**src/rtl/api_frame_receiver_assert.svh**
```systemverilog
// Assertion macros used by the frame receiver top level.
`ifndef API_FRAME_RECEIVER_ASSERT_SVH
`define API_FRAME_RECEIVER_ASSERT_SVH

// The consequent must hold in the same cycle as the antecedent.
`define ARF_ASSERT_IMP(name, clk, rstn, ante, cons, msg) \
	name: assert property (@(posedge clk) disable iff (!rstn) (ante) |-> (cons)) \
		else $error(msg);

// The consequent must hold in the cycle after the antecedent.
`define ARF_ASSERT_NXT(name, clk, rstn, ante, cons, msg) \
	name: assert property (@(posedge clk) disable iff (!rstn) (ante) |=> (cons)) \
		else $error(msg);

`endif

```
**src/rtl/arf_pkg.sv**
```systemverilog
// Types and constants of the frame receiver.
package arf_pkg;

	localparam int CFG_INDEX_W = 1;

	localparam logic [CFG_INDEX_W-1:0] CFG_MIN_LENGTH = 1'b0;
	localparam logic [CFG_INDEX_W-1:0] CFG_MAX_LENGTH = 1'b1;

	localparam logic [7:0] MIN_LENGTH_RESET = 8'd5;
	localparam logic [7:0] MAX_LENGTH_RESET = 8'd40;

	localparam logic [7:0] START_BYTE    = 8'h7e;
	localparam logic [7:0] KIND_STATUS   = 8'h8b;
	localparam logic [7:0] KIND_MODEM    = 8'h8a;
	localparam logic [7:0] KIND_RX_DATA  = 8'h90;
	localparam logic [7:0] CHECKSUM_GOOD = 8'hff;

	localparam logic [7:0] OFS_KIND     = 8'd0;
	localparam logic [7:0] OFS_TAG      = 8'd1;
	localparam logic [7:0] OFS_DELIVERY = 8'd5;
	localparam logic [7:0] OFS_PAYLOAD  = 8'd12;

	localparam logic [1:0] ST_GOOD  = 2'd0;
	localparam logic [1:0] ST_LEN   = 2'd1;
	localparam logic [1:0] ST_CSUM  = 2'd2;
	localparam logic [1:0] ST_TRUNC = 2'd3;

	localparam logic [2:0] CLS_OTHER   = 3'd0;
	localparam logic [2:0] CLS_ACK     = 3'd1;
	localparam logic [2:0] CLS_NACK    = 3'd2;
	localparam logic [2:0] CLS_MODEM   = 3'd3;
	localparam logic [2:0] CLS_RX_DATA = 3'd4;

	typedef struct packed {
		logic [7:0] rx_byte;
		logic       gap;
	} item_t;

	typedef struct packed {
		logic [1:0]  status;
		logic [2:0]  frame_class;
		logic [7:0]  frame_kind;
		logic [7:0]  frame_tag;
		logic [15:0] frame_size;
		logic [7:0]  delivery_code;
		logic [7:0]  first_payload;
	} result_t;

	typedef struct packed {
		logic [7:0] min_length;
		logic [7:0] max_length;
	} cfg_t;

endpackage

```
**src/rtl/api_frame_receiver.sv**
```systemverilog
// Top level of the frame receiver: input register, deframer and result register.
// Takes one received byte (or a line gap marker) per transaction and reports each
// finished, rejected or truncated frame as one result transaction. One input
// transaction is accepted every cycle unless the input channel stalls; a byte is
// registered in the input register and its result, if any, is then registered
// in the result register. The only stall comes from the result side:
// when the result register is full and stalled while the input register holds a
// transaction, that transaction waits and the input channel stalls; with the
// input register empty, one more transaction is still taken. Configuration
// writes take effect at once and are meant to be made while no frame is in
// progress.
`include "api_frame_receiver_assert.svh"

module api_frame_receiver (
	input  logic                            clk,
	input  logic                            arst_n,
	input  logic                            item_valid,
	output logic                            item_stall,
	input  arf_pkg::item_t                  item,
	output logic                            result_valid,
	input  logic                            result_stall,
	output arf_pkg::result_t                result,
	input  logic                            cfg_we,
	input  logic [arf_pkg::CFG_INDEX_W-1:0] cfg_index,
	input  logic [7:0]                      cfg_data
);

	arf_pkg::cfg_t    cfg;
	arf_pkg::item_t   item_s1;
	logic             item_valid_s1;
	logic             proceed;
	logic             emit;
	arf_pkg::result_t res;
	arf_pkg::result_t result_q;
	logic             result_valid_q;

	arf_cfg_regs u_cfg (
		.clk       (clk),
		.arst_n    (arst_n),
		.cfg_we    (cfg_we),
		.cfg_index (cfg_index),
		.cfg_data  (cfg_data),
		.cfg       (cfg)
	);

	assign proceed    = item_valid_s1 && (!result_valid_q || !result_stall);
	assign item_stall = item_valid_s1 && result_valid_q && result_stall;

	always_ff @(posedge clk or negedge arst_n) begin
		if (!arst_n) begin
			item_valid_s1 <= 1'b0;
		end else if (!item_stall) begin
			item_valid_s1 <= item_valid;
		end
	end

	always_ff @(posedge clk) begin
		if (item_valid && !item_stall)
			item_s1 <= item;
	end

	arf_deframer u_deframer (
		.clk    (clk),
		.arst_n (arst_n),
		.step   (proceed),
		.item   (item_s1),
		.cfg    (cfg),
		.emit   (emit),
		.res    (res)
	);

	always_ff @(posedge clk or negedge arst_n) begin
		if (!arst_n) begin
			result_valid_q <= 1'b0;
		end else if (proceed && emit) begin
			result_valid_q <= 1'b1;
		end else if (!result_stall) begin
			result_valid_q <= 1'b0;
		end
	end

	always_ff @(posedge clk) begin
		if (proceed && emit)
			result_q <= res;
	end

	assign result_valid = result_valid_q;
	assign result       = result_q;

	`ARF_ASSERT_IMP(a_no_overwrite, clk, arst_n, proceed && emit,
		!result_valid_q || !result_stall, "result register overwritten while stalled")
	`ARF_ASSERT_IMP(a_stall_needs_item, clk, arst_n, item_stall,
		item_valid_s1 && result_valid_q, "input stalled with no held transaction")
	`ARF_ASSERT_NXT(a_accept_lands, clk, arst_n, item_valid && !item_stall,
		item_valid_s1, "accepted transaction lost from input register")
	`ARF_ASSERT_IMP(a_bad_is_other, clk, arst_n,
		result_valid_q && result_q.status != arf_pkg::ST_GOOD,
		result_q.frame_class == arf_pkg::CLS_OTHER, "bad frame carries a class")

endmodule

```
**src/rtl/arf_cfg_regs.sv**
```systemverilog
// Configuration registers of the frame receiver.
module arf_cfg_regs (
	input  logic                            clk,
	input  logic                            arst_n,
	input  logic                            cfg_we,
	input  logic [arf_pkg::CFG_INDEX_W-1:0] cfg_index,
	input  logic [7:0]                      cfg_data,
	output arf_pkg::cfg_t                   cfg
);

	arf_pkg::cfg_t cfg_q;

	always_ff @(posedge clk or negedge arst_n) begin
		if (!arst_n) begin
			cfg_q.min_length <= arf_pkg::MIN_LENGTH_RESET;
			cfg_q.max_length <= arf_pkg::MAX_LENGTH_RESET;
		end else if (cfg_we) begin
			unique case (cfg_index)
				arf_pkg::CFG_MIN_LENGTH: cfg_q.min_length <= cfg_data;
				arf_pkg::CFG_MAX_LENGTH: cfg_q.max_length <= cfg_data;
				default: cfg_q <= cfg_q;
			endcase
		end
	end

	assign cfg = cfg_q;

endmodule

```
**src/rtl/arf_deframer.sv**
```systemverilog
// Frame state machine: length check, running checksum and field capture.
module arf_deframer (
	input  logic              clk,
	input  logic              arst_n,
	input  logic              step,
	input  arf_pkg::item_t    item,
	input  arf_pkg::cfg_t     cfg,
	output logic              emit,
	output arf_pkg::result_t  res
);

	typedef enum logic [5:0] {
		PH_HUNT    = 6'b000001,
		PH_LEN_HI  = 6'b000010,
		PH_LEN_LO  = 6'b000100,
		PH_DATA    = 6'b001000,
		PH_CSUM    = 6'b010000,
		PH_DISCARD = 6'b100000
	} phase_t;

	phase_t      phase_q, phase_n;
	logic [15:0] length_q, length_n;
	logic [7:0]  count_q, count_n;
	logic [7:0]  sum_q, sum_n;
	logic [7:0]  kind_q, kind_n;
	logic [7:0]  tag_q, tag_n;
	logic [7:0]  deliv_q, deliv_n;
	logic [7:0]  pay_q, pay_n;
	logic [1:0]  st;
	logic [15:0] len_full;
	logic [7:0]  sum_csum;
	logic [2:0]  cls;

	always_comb begin
		phase_n  = phase_q;
		length_n = length_q;
		count_n  = count_q;
		sum_n    = sum_q;
		kind_n   = kind_q;
		tag_n    = tag_q;
		deliv_n  = deliv_q;
		pay_n    = pay_q;
		emit     = 1'b0;
		st       = arf_pkg::ST_GOOD;
		len_full = {length_q[15:8], item.rx_byte};
		sum_csum = sum_q + item.rx_byte;
		if (item.gap) begin
			if (phase_q == PH_LEN_HI || phase_q == PH_LEN_LO ||
			    phase_q == PH_DATA || phase_q == PH_CSUM) begin
				emit = 1'b1;
				st   = arf_pkg::ST_TRUNC;
			end
			phase_n = PH_HUNT;
		end else begin
			unique case (phase_q)
				PH_HUNT: begin
					if (item.rx_byte == arf_pkg::START_BYTE) begin
						length_n = '0;
						count_n  = '0;
						sum_n    = '0;
						kind_n   = '0;
						tag_n    = '0;
						deliv_n  = '0;
						pay_n    = '0;
						phase_n  = PH_LEN_HI;
					end
				end
				PH_LEN_HI: begin
					length_n = {item.rx_byte, 8'h00};
					phase_n  = PH_LEN_LO;
				end
				PH_LEN_LO: begin
					length_n = len_full;
					if (len_full < {8'h00, cfg.min_length} ||
					    len_full > {8'h00, cfg.max_length}) begin
						emit    = 1'b1;
						st      = arf_pkg::ST_LEN;
						phase_n = PH_DISCARD;
					end else begin
						count_n = '0;
						sum_n   = '0;
						phase_n = (len_full == 16'h0000) ? PH_CSUM : PH_DATA;
					end
				end
				PH_DATA: begin
					sum_n = sum_csum;
					if (count_q == arf_pkg::OFS_KIND)
						kind_n = item.rx_byte;
					else if (count_q == arf_pkg::OFS_TAG)
						tag_n = item.rx_byte;
					else if (count_q == arf_pkg::OFS_DELIVERY)
						deliv_n = item.rx_byte;
					else if (count_q == arf_pkg::OFS_PAYLOAD)
						pay_n = item.rx_byte;
					count_n = count_q + 8'd1;
					if ({8'h00, count_n} >= length_q)
						phase_n = PH_CSUM;
				end
				PH_CSUM: begin
					emit    = 1'b1;
					st      = (sum_csum == arf_pkg::CHECKSUM_GOOD) ?
					          arf_pkg::ST_GOOD : arf_pkg::ST_CSUM;
					phase_n = PH_HUNT;
				end
				PH_DISCARD: begin
					phase_n = PH_DISCARD;
				end
				default: begin
					phase_n = PH_HUNT;
				end
			endcase
		end
	end

	always_comb begin
		if (kind_n == arf_pkg::KIND_STATUS)
			cls = (deliv_n == 8'h00) ? arf_pkg::CLS_ACK : arf_pkg::CLS_NACK;
		else if (kind_n == arf_pkg::KIND_MODEM)
			cls = arf_pkg::CLS_MODEM;
		else if (kind_n == arf_pkg::KIND_RX_DATA)
			cls = arf_pkg::CLS_RX_DATA;
		else
			cls = arf_pkg::CLS_OTHER;
	end

	assign res.status        = st;
	assign res.frame_class   = (st == arf_pkg::ST_GOOD) ? cls : arf_pkg::CLS_OTHER;
	assign res.frame_kind    = kind_n;
	assign res.frame_tag     = tag_n;
	assign res.frame_size    = length_n;
	assign res.delivery_code = deliv_n;
	assign res.first_payload = pay_n;

	always_ff @(posedge clk or negedge arst_n) begin
		if (!arst_n) begin
			phase_q  <= PH_HUNT;
			length_q <= '0;
			count_q  <= '0;
			sum_q    <= '0;
			kind_q   <= '0;
			tag_q    <= '0;
			deliv_q  <= '0;
			pay_q    <= '0;
		end else if (step) begin
			phase_q  <= phase_n;
			length_q <= length_n;
			count_q  <= count_n;
			sum_q    <= sum_n;
			kind_q   <= kind_n;
			tag_q    <= tag_n;
			deliv_q  <= deliv_n;
			pay_q    <= pay_n;
		end
	end

endmodule

```
**config.mk**
```make
export PLATFORM = sky130hd
export DESIGN_NAME = api_frame_receiver
export DESIGN_NICKNAME = d
export VERILOG_FILES = /design/src/rtl/arf_pkg.sv /design/src/rtl/api_frame_receiver.sv /design/src/rtl/arf_cfg_regs.sv /design/src/rtl/arf_deframer.sv
export VERILOG_INCLUDE_DIRS = /design/src /design/src/rtl
export SDC_FILE = /design/constraint.sdc
export NUM_CORES = 1
export LEC_CHECK = 0
export BUFFER_PORTS_ARGS = -buffer_cell sky130_fd_sc_hd__buf_2
export CAP_MARGIN = 20
export CORE_ASPECT_RATIO = 1.1
export CORE_MARGIN = 5
export CORE_UTILIZATION = 35
export DETAILED_ROUTE_END_ITERATION = 12
export SYNTH_ARGS = -nofsm -noshare
export SYNTH_HDL_FRONTEND = slang
export SYNTH_SLANG_ARGS = --single-unit
```
**constraint.sdc**
```tcl
create_clock -name clk -period 3.5 [get_ports clk]
set_input_delay 0.7 -clock clk [delete_from_list [all_inputs] [get_ports clk]]
set_output_delay 0.7 -clock clk [all_outputs]
set_load 0.01 [all_outputs]
```
==> flow_summary.ini <==
[sta]
worst_slew_pin_slew_ns = 0.892
setup_violations = 0
period_minus_slack_ns = 3.06
fmax_ghz = 0.327
skew_ns = 0.0115
rsz0062_at_grt = false
min_period_over_period_pct = 87.4
final_max_slew_viol_count = 0
final_hold_viol_count = 0
finalSetupTns_ns = 0
slew-limit-headroom_pct = 40.4

[cts]
clock-sinks = 150
clk_pin_slew_ns = 0.06
cts_buffers = 17
cts.repair.resized = 0
post_cts_buffers = 0
cts_htree_levels = 4
cts_tree = yes
cts_hold_buf = 0
clkLatencyLatePin_ns = 0.43
root_buffer = clkbuf_16
clockBufferDepth = 2

[floorplan]
num_rows = 55
fp.dieW_um = 147
fp.dieH_um = 161
fp.coreArea_um2 = 20500
die_area_um2 = 23700
io_pins = 78
start_util_pct = 35.3

[global_route]
grt_pass1_wl_um = 28400
grt-ovfl-total = 0
grt_pass1_vias = 5168
grt_max_degree = 42
antenna_found_initial = 0
track_usage_pct = 15.2

[cells_and_area]
regArea_um2 = 4070
final_nets = 753
final_common_cell = dfrtp_1
final_layout_size_suffix_gt1_share_pct = 26.1
antenna_cells = 0
final_cell_mix = dfrtp_1, buf_2, edfxtp_1
final_cells = 964
multi_input_area_um2 = 2950
fillers = 1892
syn_to_final_growth_pct = 17.7

[placed_design]
post-place-cells = 932
dp_hpwl_um = 12800
io_buffers = 77
place_congestion = 0.827

[setup_path]
cp-end-kind = flip-flop
slowest_delay_ns = 0.56
arrival_ns = 3.22
path_buf_inv = 2
critPathRequiredTime_ns = 3.67
cp-start-kind = flip-flop
critPathKind = flip-flop to flip-flop
path_cells = ha_1, nand2_1, nor3_1, a21oi_1, a2111oi_0, buf_4, nor2_1, o311a_2, buf_12
critPathSlowestCell = o311a_2
crit_fanout = 41
cp_top_family = compound AO/OA/AOI/OAI gates

[route]
drt_wl_total_um = 17500
drc = 0
first_pass_iters = 5
routedWlPerCell_um = 18.1
viasPerCell = 5.26
ant_nets = 0
drtIter0Drc = 361
vias = 5075

[logic_synthesis]
synth.distinct_cells = 59
syn-cell-area_um2 = 7240
synthArstFlopShare_pct = 58.7
avgSynthCellArea_um2 = 11.9
synth_seq_cells = 150
synthFlopType = dfrtp_1
ys_warn_count = 0
ys_seq_area_share_pct = 56.2
syn_inst = 608
synth_edf_count = 62
synth_nets = 665

[job]
maxCapViolCount = 0

[pwr]
powerDensity_nw_per_um2 = 554
p_leak_uw = 0.00373
vdd_drop_max_v = 0.000321

[hold_path]
hold_path_class = input pin to async pin

[status]
status = completed
-- routing by layer --
layer,wire length (um),vias to the layer above,share of wire (%),track usage (%)
met3,895,19,5.1,4.15
met2,8570,137,49,25.1
met1,7600,2492,44,19.0
met4,381,0,2.2,5.81
met5,0,-,0,0
li1,-,2427,-,-
-- worst paths after layout --
path                       cells past startpoint               endpoint                 from  slack (ns)
max                                            9             result[17]           item_s1[8]        0.44
min                                            1           u_cfg.cfg[9]               arst_n        0.18
max reg2reg                                    9             result[17]           item_s1[8]        0.44
min reg2reg                                    2    u_deframer.sum_q[5]  u_deframer.sum_q[5]        0.50
max in group asynchronous                      2  u_deframer.phase_q[0]               arst_n        2.55
min in group clk                               1             item_s1[5]              item[5]        0.46
-- synthesized netlist by cell type, drive strengths merged (3+ instances only) --
library cell / count / area, um^2
dfrtp: 83 / 2080
edfxtp: 62 / 1860
nand2: 60 / 225
a22o: 48 / 420
mux2: 48 / 541
inv: 37 / 139
o21ai: 36 / 180
ha: 33 / 413
nor2: 32 / 123
clkbuf: 17 / 63.8
a21oi: 16 / 80.1
nand3: 12 / 60.1
nor2b: 11 / 68.8
nor4: 10 / 75.1
o31ai: 8 / 60.1
xor2: 8 / 70.1
xnor2: 6 / 52.6
and2: 5 / 31.3
buf: 5 / 33.8
dfstp: 5 / 131
nand2b: 5 / 31.3
nand4: 5 / 31.3
or2: 5 / 31.3
a22oi: 4 / 35.0
nor3: 4 / 25.0
o21a: 4 / 30.0
or3: 4 / 25.0
a2111oi: 3 / 32.5
a21o: 3 / 22.5
and3: 3 / 18.8
o2111ai: 3 / 26.3
-- metrics by stage --
step,utilization (%),worst slack [ns],total power [uW],hold slack (ns),instance area [um^2]
detailed placement,38.9,0.455,3040,0.489,7980
global placement,38.9,0.483,3020,0.488,7980
finish,41.6,0.442,4730,0.185,8530
floorplan,-,0.148,2730,0.404,7240
global route,41.6,0.131,4970,0.199,8530
CTS,41.6,0.425,4760,0.181,8520
-- power by group --
group | internal, uW | switching [uW]
clock network | 1010 | 702
logic | 349 | 524
registers | 2040 | 106
total | 3400 | 1330
-- cell families (layout without fill, tap and decap cells) --
logic type	Yosys count	count (layout)	synth area share [%]
compound gates	137	137	13.8
xor+xnor	14	14	1.69
fa+ha+maj	34	34	5.98
buf+inv	59	159	3.26
flops	150	150	56.2
mux	48	48	7.46
simple gates	166	166	11.6
-- state kept, by name, indices dropped and copies added (netlist names) --
name,flops
u_deframer.phase_q,6
u_deframer.count_q,8
u_deframer.length_q,16
u_deframer.deliv_q,8
u_deframer.sum_q,8
result_valid,1
u_cfg.cfg,16
result,53
item_s1,9
u_deframer.pay_q,8
u_deframer.tag_q,8
u_deframer.kind_q,8
item_valid_s1,1
-- cell type report --
| type | count | area share [%] |
|---|---|---|
| Timing Repair Buffer | 91 | 5.90 |
| Sequential cell | 150 | 47.7 |
| Multi-Input combinational cell | 399 | 34.6 |
| Clock buffer | 22 | 5.46 |
| Clock inverter | 9 | 0.954 |
| Inverter | 37 | 1.63 |
| Tap cell | 256 | 3.76 |
-- worst reg2reg max path, delay by kind of cell (launching register included) --
kind                     cells  cell delay, ns
AND/OR/NAND/NOR              3            0.33
buffers and inverters        2            0.46
adder cells (fa/ha/maj)      1            0.35
flip-flops                   1            0.52
AO/OA/AOI/OAI                3            1.11
(Power assumes the default switching activity.)
